[src/hdl/single_linkage_union_find_unit_defines.svh]
// Assertion macros shared by the union-find unit RTL.
`ifndef SINGLE_LINKAGE_UNION_FIND_UNIT_DEFINES_SVH
`define SINGLE_LINKAGE_UNION_FIND_UNIT_DEFINES_SVH

// Same-cycle implication, checked out of reset.
`define SLFU_ASSERT_IMP(name, ck, rn, ante, cons) \
    name: assert property (@(posedge ck) disable iff (!rn) (ante) |-> (cons)) \
        else $error("slfu: same-cycle check failed");

// Next-cycle implication, checked out of reset.
`define SLFU_ASSERT_NEXT(name, ck, rn, ante, cons) \
    name: assert property (@(posedge ck) disable iff (!rn) (ante) |=> (cons)) \
        else $error("slfu: next-cycle check failed");

`endif

[src/hdl/slfu_pkg.sv]
// Shared constants, types and helpers of the union-find unit.
package slfu_pkg;

    localparam int MAX_POINTS  = 1024;
    localparam int NODE_SLOTS  = 2 * MAX_POINTS;
    localparam int NODE_W      = $clog2(NODE_SLOTS);
    localparam int POINT_W     = $clog2(MAX_POINTS);
    localparam int COUNT_W     = 11;
    localparam int WEIGHT_W    = 26;
    localparam int LOAD_W      = 16;
    localparam int EDGE_W      = 10;
    localparam int OP_W        = 2;
    localparam int NODE_DATA_W = COUNT_W + WEIGHT_W;

    localparam logic [NODE_W-1:0]      POINT_COUNT_RESET = NODE_W'(1024);
    localparam logic [WEIGHT_W-1:0]    ONE_Q8            = WEIGHT_W'(256);
    localparam logic [NODE_DATA_W-1:0] NODE_INIT         = {COUNT_W'(1), ONE_Q8};

    typedef enum logic [OP_W-1:0] {
        OP_CLEAR = 2'd0,
        OP_LOAD  = 2'd1,
        OP_MERGE = 2'd2
    } opcode_t;

    typedef enum logic [3:0] {
        ST_SWEEP,
        ST_IDLE,
        ST_LOAD,
        ST_WALK,
        ST_PRESS,
        ST_NODE_A,
        ST_NODE_B,
        ST_LINK_B,
        ST_EMIT
    } state_t;

    typedef struct packed {
        logic [NODE_W-1:0]   low_root;
        logic [NODE_W-1:0]   high_root;
        logic [COUNT_W-1:0]  member_count;
        logic [WEIGHT_W-1:0] total_weight;
        logic [EDGE_W-1:0]   edge_index;
        logic                error;
    } res_t;

    // Clamp the point count register to the supported range
    function automatic logic [NODE_W-1:0] eff_points(input logic [NODE_W-1:0] pc);
        logic [NODE_W-1:0] n;
        n = pc;
        if (pc < NODE_W'(2))
        begin
            n = NODE_W'(2);
        end
        else if (pc > NODE_W'(MAX_POINTS))
        begin
            n = NODE_W'(MAX_POINTS);
        end
        return n;
    endfunction

endpackage

[src/hdl/slfu_ctrl.sv]
// Sequencer of the union-find unit: clearing pass, loads, chain walks and merges.
`include "single_linkage_union_find_unit_defines.svh"

module slfu_ctrl (
    input  logic                                 clk,
    input  logic                                 rst_n,
    input  logic [slfu_pkg::NODE_W-1:0]          point_count,
    input  logic                                 item_valid,
    output logic                                 item_stall,
    input  logic [slfu_pkg::OP_W-1:0]            opcode,
    input  logic [slfu_pkg::POINT_W-1:0]         endpoint_a,
    input  logic [slfu_pkg::POINT_W-1:0]         endpoint_b,
    input  logic [slfu_pkg::LOAD_W-1:0]          weight,
    output logic                                 res_valid,
    input  logic                                 res_ready,
    output slfu_pkg::res_t                       res,
    output logic                                 link_we,
    output logic [slfu_pkg::NODE_W-1:0]          link_waddr,
    output logic [slfu_pkg::NODE_W-1:0]          link_wdata,
    output logic [slfu_pkg::NODE_W-1:0]          link_raddr,
    input  logic [slfu_pkg::NODE_W-1:0]          link_rdata,
    output logic                                 node_we,
    output logic [slfu_pkg::NODE_W-1:0]          node_waddr,
    output logic [slfu_pkg::NODE_DATA_W-1:0]     node_wdata,
    output logic [slfu_pkg::NODE_W-1:0]          node_raddr,
    input  logic [slfu_pkg::NODE_DATA_W-1:0]     node_rdata
);

    localparam int NW = slfu_pkg::NODE_W;
    localparam int CW = slfu_pkg::COUNT_W;
    localparam int WW = slfu_pkg::WEIGHT_W;
    localparam int EW = slfu_pkg::EDGE_W;
    localparam int LW = slfu_pkg::LOAD_W;

    slfu_pkg::state_t state_reg, state_next;
    logic [NW-1:0] sweep_reg, sweep_next;
    logic [NW-1:0] steps_reg, steps_next;
    logic [EW-1:0] edges_reg, edges_next;
    logic          second_reg, second_next;

    logic [NW-1:0] node_reg, node_next;
    logic [NW-1:0] walk_reg, walk_next;
    logic [NW-1:0] start_reg, start_next;
    logic [NW-1:0] endb_reg, endb_next;
    logic [NW-1:0] ra_reg, ra_next;
    logic [NW-1:0] rb_reg, rb_next;
    logic [NW-1:0] load_a_reg, load_a_next;
    logic [LW-1:0] load_w_reg, load_w_next;
    logic [CW-1:0] cnt_a_reg, cnt_a_next;
    logic [WW-1:0] wt_a_reg, wt_a_next;
    logic [CW-1:0] cnt_sum_reg, cnt_sum_next;
    logic [WW-1:0] wt_sum_reg, wt_sum_next;
    slfu_pkg::res_t res_reg, res_next;

    logic [NW-1:0] n_eff;
    logic [NW-1:0] a_ext;
    logic [NW-1:0] b_ext;
    logic          bad_edge;
    logic [NW-1:0] new_node;
    logic          walk_brk;
    logic [NW-1:0] walk_root;
    logic          last_step;
    logic          press_hit;
    logic [CW:0]   cnt_wide;
    logic [WW:0]   wt_wide;
    logic [CW-1:0] rd_count;
    logic [WW-1:0] rd_weight;
    logic [EW-1:0] edges_inc;
    logic          node_wr_state;
    logic          err_fields_zero;
    logic          roots_in_order;
    logic          in_link_b;

    // Decode operands and helper terms
    assign n_eff     = slfu_pkg::eff_points(point_count);
    assign a_ext     = NW'(endpoint_a);
    assign b_ext     = NW'(endpoint_b);
    assign bad_edge  = (a_ext >= n_eff) || (b_ext >= n_eff)
                       || (NW'(edges_reg) >= (n_eff - NW'(1)));
    assign new_node  = n_eff + NW'(edges_reg);
    assign walk_brk  = (link_rdata == '0) || (link_rdata == node_reg);
    assign walk_root = walk_brk ? node_reg : link_rdata;
    assign last_step = (steps_reg == '1);
    assign press_hit = (link_rdata == node_reg);
    assign rd_count  = node_rdata[slfu_pkg::NODE_DATA_W-1 -: CW];
    assign rd_weight = node_rdata[WW-1:0];
    assign cnt_wide  = {1'b0, cnt_a_reg} + {1'b0, rd_count};
    assign wt_wide   = {1'b0, wt_a_reg} + {1'b0, rd_weight};
    assign edges_inc = edges_reg + EW'(1);
    assign res       = res_reg;

    // Control registers
    always_ff @(posedge clk or negedge rst_n)
    begin
        if (!rst_n)
        begin
            state_reg  <= slfu_pkg::ST_SWEEP;
            sweep_reg  <= '0;
            steps_reg  <= '0;
            edges_reg  <= '0;
            second_reg <= 1'b0;
        end
        else
        begin
            state_reg  <= state_next;
            sweep_reg  <= sweep_next;
            steps_reg  <= steps_next;
            edges_reg  <= edges_next;
            second_reg <= second_next;
        end
    end

    // Working payload registers
    always_ff @(posedge clk)
    begin
        node_reg    <= node_next;
        walk_reg    <= walk_next;
        start_reg   <= start_next;
        endb_reg    <= endb_next;
        ra_reg      <= ra_next;
        rb_reg      <= rb_next;
        load_a_reg  <= load_a_next;
        load_w_reg  <= load_w_next;
        cnt_a_reg   <= cnt_a_next;
        wt_a_reg    <= wt_a_next;
        cnt_sum_reg <= cnt_sum_next;
        wt_sum_reg  <= wt_sum_next;
        res_reg     <= res_next;
    end

    // Next state, memory accesses and handshake
    always_comb
    begin
        state_next   = state_reg;
        sweep_next   = sweep_reg;
        steps_next   = steps_reg;
        edges_next   = edges_reg;
        second_next  = second_reg;
        node_next    = node_reg;
        walk_next    = walk_reg;
        start_next   = start_reg;
        endb_next    = endb_reg;
        ra_next      = ra_reg;
        rb_next      = rb_reg;
        load_a_next  = load_a_reg;
        load_w_next  = load_w_reg;
        cnt_a_next   = cnt_a_reg;
        wt_a_next    = wt_a_reg;
        cnt_sum_next = cnt_sum_reg;
        wt_sum_next  = wt_sum_reg;
        res_next     = res_reg;

        link_we    = 1'b0;
        link_waddr = node_reg;
        link_wdata = node_reg;
        link_raddr = node_reg;
        node_we    = 1'b0;
        node_waddr = load_a_reg;
        node_wdata = '0;
        node_raddr = ra_reg;
        item_stall = 1'b1;
        res_valid  = 1'b0;

        unique case (state_reg)
            slfu_pkg::ST_SWEEP:
            begin
                // Reset one entry of each table per cycle
                link_we    = 1'b1;
                link_waddr = sweep_reg;
                link_wdata = '0;
                node_we    = 1'b1;
                node_waddr = sweep_reg;
                node_wdata = (sweep_reg < n_eff) ? slfu_pkg::NODE_INIT : '0;
                sweep_next = sweep_reg + NW'(1);
                if (sweep_reg == '1)
                begin
                    state_next = slfu_pkg::ST_IDLE;
                end
            end

            slfu_pkg::ST_IDLE:
            begin
                item_stall = 1'b0;
                if (item_valid)
                begin
                    unique case (opcode)
                        slfu_pkg::OP_CLEAR:
                        begin
                            edges_next = '0;
                            sweep_next = '0;
                            state_next = slfu_pkg::ST_SWEEP;
                        end
                        slfu_pkg::OP_LOAD:
                        begin
                            // Fetch the entry so the count survives the rewrite
                            if (a_ext < n_eff)
                            begin
                                node_raddr  = a_ext;
                                load_a_next = a_ext;
                                load_w_next = weight;
                                state_next  = slfu_pkg::ST_LOAD;
                            end
                        end
                        slfu_pkg::OP_MERGE:
                        begin
                            if (bad_edge)
                            begin
                                res_next       = '0;
                                res_next.error = 1'b1;
                                state_next     = slfu_pkg::ST_EMIT;
                            end
                            else
                            begin
                                link_raddr  = a_ext;
                                node_next   = a_ext;
                                start_next  = a_ext;
                                endb_next   = b_ext;
                                second_next = 1'b0;
                                steps_next  = '0;
                                state_next  = slfu_pkg::ST_WALK;
                            end
                        end
                        default:
                        begin
                            // Reserved code: drop the request
                        end
                    endcase
                end
            end

            slfu_pkg::ST_LOAD:
            begin
                node_we    = 1'b1;
                node_waddr = load_a_reg;
                node_wdata = {rd_count, WW'(load_w_reg)};
                state_next = slfu_pkg::ST_IDLE;
            end

            slfu_pkg::ST_WALK:
            begin
                // Follow the parent chain one link per cycle
                if (walk_brk || last_step)
                begin
                    link_we    = 1'b1;
                    link_waddr = walk_root;
                    link_wdata = walk_root;
                    link_raddr = start_reg;
                    node_next  = walk_root;
                    walk_next  = start_reg;
                    steps_next = '0;
                    state_next = slfu_pkg::ST_PRESS;
                end
                else
                begin
                    node_next  = link_rdata;
                    link_raddr = link_rdata;
                    steps_next = steps_reg + NW'(1);
                end
            end

            slfu_pkg::ST_PRESS:
            begin
                // Point every chain entry straight at the root
                link_raddr = link_rdata;
                if (!press_hit)
                begin
                    link_we    = 1'b1;
                    link_waddr = walk_reg;
                    link_wdata = node_reg;
                    walk_next  = link_rdata;
                    steps_next = steps_reg + NW'(1);
                end
                if (press_hit || last_step)
                begin
                    if (!second_reg)
                    begin
                        ra_next     = node_reg;
                        second_next = 1'b1;
                        start_next  = endb_reg;
                        node_next   = endb_reg;
                        steps_next  = '0;
                        link_raddr  = endb_reg;
                        state_next  = slfu_pkg::ST_WALK;
                    end
                    else
                    begin
                        rb_next    = node_reg;
                        node_raddr = ra_reg;
                        state_next = slfu_pkg::ST_NODE_A;
                    end
                end
            end

            slfu_pkg::ST_NODE_A:
            begin
                cnt_a_next = rd_count;
                wt_a_next  = rd_weight;
                node_raddr = rb_reg;
                state_next = slfu_pkg::ST_NODE_B;
            end

            slfu_pkg::ST_NODE_B:
            begin
                // Saturating sums, then link the first root to the new node
                cnt_sum_next = cnt_wide[CW] ? '1 : cnt_wide[CW-1:0];
                wt_sum_next  = wt_wide[WW] ? '1 : wt_wide[WW-1:0];
                link_we      = 1'b1;
                link_waddr   = ra_reg;
                link_wdata   = new_node;
                state_next   = slfu_pkg::ST_LINK_B;
            end

            slfu_pkg::ST_LINK_B:
            begin
                link_we                = 1'b1;
                link_waddr             = rb_reg;
                link_wdata             = new_node;
                node_we                = 1'b1;
                node_waddr             = new_node;
                node_wdata             = {cnt_sum_reg, wt_sum_reg};
                res_next.low_root      = (ra_reg < rb_reg) ? ra_reg : rb_reg;
                res_next.high_root     = (ra_reg < rb_reg) ? rb_reg : ra_reg;
                res_next.member_count  = cnt_sum_reg;
                res_next.total_weight  = wt_sum_reg;
                res_next.edge_index    = edges_reg;
                res_next.error         = 1'b0;
                edges_next             = edges_inc;
                state_next             = slfu_pkg::ST_EMIT;
            end

            slfu_pkg::ST_EMIT:
            begin
                // Hand the result to the output register
                res_valid = 1'b1;
                if (res_ready)
                begin
                    state_next = slfu_pkg::ST_IDLE;
                end
            end

            default:
            begin
                state_next = slfu_pkg::ST_IDLE;
            end
        endcase
    end

    // Terms watched by the checks below
    assign node_wr_state   = (state_reg == slfu_pkg::ST_SWEEP)
                             || (state_reg == slfu_pkg::ST_LOAD)
                             || (state_reg == slfu_pkg::ST_LINK_B);
    assign err_fields_zero = (res.low_root == '0) && (res.high_root == '0)
                             && (res.member_count == '0) && (res.total_weight == '0);
    assign roots_in_order  = (res.low_root <= res.high_root);
    assign in_link_b       = (state_reg == slfu_pkg::ST_LINK_B);

    `SLFU_ASSERT_IMP(a_node_write_states, clk, rst_n, node_we, node_wr_state)
    `SLFU_ASSERT_IMP(a_error_result_clean, clk, rst_n, res_valid && res.error, err_fields_zero)
    `SLFU_ASSERT_IMP(a_roots_ordered, clk, rst_n, res_valid && !res.error, roots_in_order)
    `SLFU_ASSERT_NEXT(a_edge_advance, clk, rst_n, in_link_b, edges_reg == $past(edges_inc))

endmodule

[config.mk]
export PLATFORM = sky130hd
export DESIGN_NAME = slfu_ctrl
export DESIGN_NICKNAME = d
export VERILOG_FILES = /design/src/hdl/slfu_pkg.sv /design/src/hdl/slfu_ctrl.sv
export VERILOG_INCLUDE_DIRS = /design/src /design/src/hdl
export SDC_FILE = /design/constraint.sdc
export NUM_CORES = 1
export LEC_CHECK = 0
export BUFFER_PORTS_ARGS = -buffer_cell sky130_fd_sc_hd__clkbuf_2
export CORE_UTILIZATION = 58
export DETAILED_ROUTE_END_ITERATION = 8
export GPL_TIMING_DRIVEN = 1
export PLACE_DENSITY = 0.82
export SLEW_MARGIN = 20
export SYNTH_ARGS = -nofsm -noshare
export SYNTH_HDL_FRONTEND = slang
export SYNTH_SLANG_ARGS = --single-unit
[constraint.sdc]
create_clock -name clk -period 6.2 [get_ports clk]
set_input_delay 0.93 -clock clk [delete_from_list [all_inputs] [get_ports clk]]
set_output_delay 0.93 -clock clk [all_outputs]
set_load 0.02 [all_outputs]
==> out/results.tsv <==
metric	value	unit
clock_latency	0.56	ns
ys_warn_count	0	
finalClockSkew	0.0116	ns
rsz0062_at_grt	false	
clockPowerShare	0.251	
timing.final.crit_share	0.945	
placed_cells	2148	
initial_core_util	0.597	
r2r-start	node_reg[9]	
switching_share	0.411	
cp-startpoint	point_count[2]	
synth.ff_latch_count	271	
synth_top_area_frac	0.433	
leakage	8.22	nW
worst_pin_slew	1.24	ns
synthFlopType	edfxtp_1	
intPower	4.60	mW
drtPass1Iterations	7	
hold_buffers	0	
syn_avg_cell_area	10.4	sq um
min_period	5.86	ns
rr_worst_depth	6	
rrSetupSlack	2.20	ns
grt_max_degree	75	
relSlewSlack	0.171	
cp.required	5.27	ns
numClockSinks	271	
critPathCaptureType	output pin	
vdd_drop_max	0.000292	V
dpl.hpwl	35.6	mm
tns	0	ns
timing.hold.ws	0.488	ns
antenna_found_initial	1	
ios	267	
yosys.area.top_type	edfxtp_1	
postRouteAntennaNets	0	
htree_num_levels	1	
drt_iter0_drc	1960	
hold_viol_final	0	
r2r_end	node_reg[4]	
syn-cell-area	16200	sq um
path_max_fanout	14	
start_kind	input port	
arrival	4.93	ns
wl_per_cell	22.7	microns
yosysSeqAreaShare	0.490	
status	finished clean	
vias	14100	
dieArea	28700	sq um
synth.area.top_cells	edfxtp_1 43%, ha_1 8.0%, dfrtp_1 5.7%	
endpoint	link_raddr[4]	
routed_wl	50.0	mm
area_delta_synth_final	17.5	%
p_seq_frac	0.348	
nets	2017	
via_per_inst	6.38	
fp.coreArea	27200	sq um
setup_viol_count_final	0	
path_class	input port to output pin	
fp.dieH	169	microns
min_path_type	register to register	
power_frac_comb	0.401	
grt_pass1_vias	13400	
cts_tree	built	
synth-async-reset-ratio	0.137	
synth_cells	1561	
syn_nets	1769	
drive_gt1_frac	0.207	
cts-root-buf	clkbuf_16	
die_w	169	microns
final_cells	2205	
drc	0	
io_buffers	266	
placed_cell_area	17900	sq um
grt_pass1_wl	75.6	mm
path_clk_slew	0.06	ns
cts_made_buffers	30	
clock.fmax	0.171	GHz
place_congestion	0.965	
grt_overflow_total	0	
synth_edf_count	234	
finalInstanceArea	19100	sq um
ctsLongestPathBuffers	3	
grt_use_total	0.345	
drv_cap	0	
drv_slew	0	
power.density	409	nW/um^2
ys_types	78	
netSwitchingPower	3.21	mW
num_rows	60	
largest_reg_flops	70	
## synth_stat cells (14+ instances only)
library cell  instances
o21ai_0              98
nor2_1               81
xnor2_1              22
mux2i_1              41
xor2_1               39
clkbuf_1             54
nor3_1               22
nor2b_1              15
inv_1                60
o22ai_1              14
edfxtp_1            234
dfrtp_1              37
and2_1               61
a22oi_1              38
a21o_1               57
nand2_1             193
o221ai_1             14
ha_1                104
o21a_1               16
buf_2                15
a21oi_1             102
nand3_1              43
## worst min path at each step
stage,startpoint,end,slack (ns),cells after the start
after floorplan,node_reg[0],ra_reg[0],0.44,0
after global placement,steps_reg[2],steps_reg[2],0.48,1
after detailed placement,steps_reg[2],steps_reg[2],0.48,1
after CTS,steps_reg[2],steps_reg[2],0.49,1
after global routing,weight[1],load_w_reg[1],0.54,1
final,steps_reg[2],steps_reg[2],0.49,1
## metrics by stage
| step | utilization | setup WS (ns) | total power, mW |
|---|---|---|---|
| global route | 0.702 | 0.0156 | 8.08 |
| floorplan | - | 0.508 | 4.63 |
| finish | 0.702 | 0.342 | 7.81 |
| detailed placement | 0.660 | 0.193 | 5.77 |
| global placement | 0.660 | 0.287 | 5.70 |
| CTS | 0.700 | 0.179 | 7.72 |
## worst max-delay path, cell delays in order
cell      delay, ns
clkbuf_2       0.13
nor4_4         0.37
nand3_1        0.17
a21oi_2        0.18
inv_1          0.14
ha_1           0.28
buf_4          0.18
nand3_1        0.08
o21ai_0        0.08
a2bb2o_1       0.28
ha_1           0.30
nand3_1        0.10
o22ai_1        0.13
a21oi_1        0.08
a21oi_2        0.21
o21ai_1        0.17
a41oi_4        0.24
buf_6          0.23
mux2i_1        0.11
o21ai_0        0.28
clkbuf_2       0.23
## layout make-up
| cell class | count | area, sq um |
|---|---|---|
| well taps | 372 | 465 |
| multi-input cells | 1149 | 7770 |
| clock inverters | 17 | 250 |
| flip-flops and latches | 271 | 7950 |
| diodes | 1 | 2.50 |
| clock buffers | 38 | 832 |
| inverters | 60 | 225 |
| repair buffers | 297 | 1570 |
| fillers | 2068 | 8110 |
## power groups by stage
| stage | Clock [mW] | Sequential (mW) | Combinational [mW] |
|---|---|---|---|
| 6_report | 1.96 | 2.72 | 3.13 |
| 5_1_grt | 2.02 | 2.74 | 3.33 |
| 4_1_cts | 1.96 | 2.70 | 3.06 |
| 3_5_place_dp | 0 | 2.73 | 3.04 |
| 3_3_place_gp | 0 | 2.72 | 2.98 |
| 2_1_floorplan | 0 | 2.72 | 1.91 |
## timing repair
action | CTS | global route
endpoints found under the setup margin | 0 | 11
setup buffers | 0 | 1
resized for setup | 0 | 6
## per-layer routing
layer / GRT usage / routed length (microns) / vias to the layer above
li1: - / - / 6332
met1: 0.463 / 20400 / 6709
met2: 0.537 / 22300 / 865
met3: 0.0777 / 4860 / 168
met4: 0.154 / 2440 / 0
met5: 0 / 0 / -
## cell usage in the layout (no fill, tap or decap), drive strengths merged, types with 24 or more instances in the layout
master	synthesis	layout
clkbuf	58	303
edfxtp	234	234
nand2	193	193
ha	104	104
a21oi	103	103
o21ai	101	101
nor2	82	82
and2	62	62
inv	60	61
a21o	57	57
nand3	44	44
mux2i	41	41
xor2	39	39
a22oi	38	38
dfrtp	37	37
buf	23	32
nor3	24	24
## cell families after synthesis
group,count (synthesis),share of synthesized area
multiplexers,41,0.0253
AO/OA/AOI/OAI,448,0.185
buffers and inverters,141,0.0361
adder cells (fa/ha/maj),107,0.0839
AND/OR/NAND/NOR,492,0.147
flip-flops,271,0.490
XOR/XNOR,61,0.0329
No activity file was read; power rests on OpenSTA's default activity.
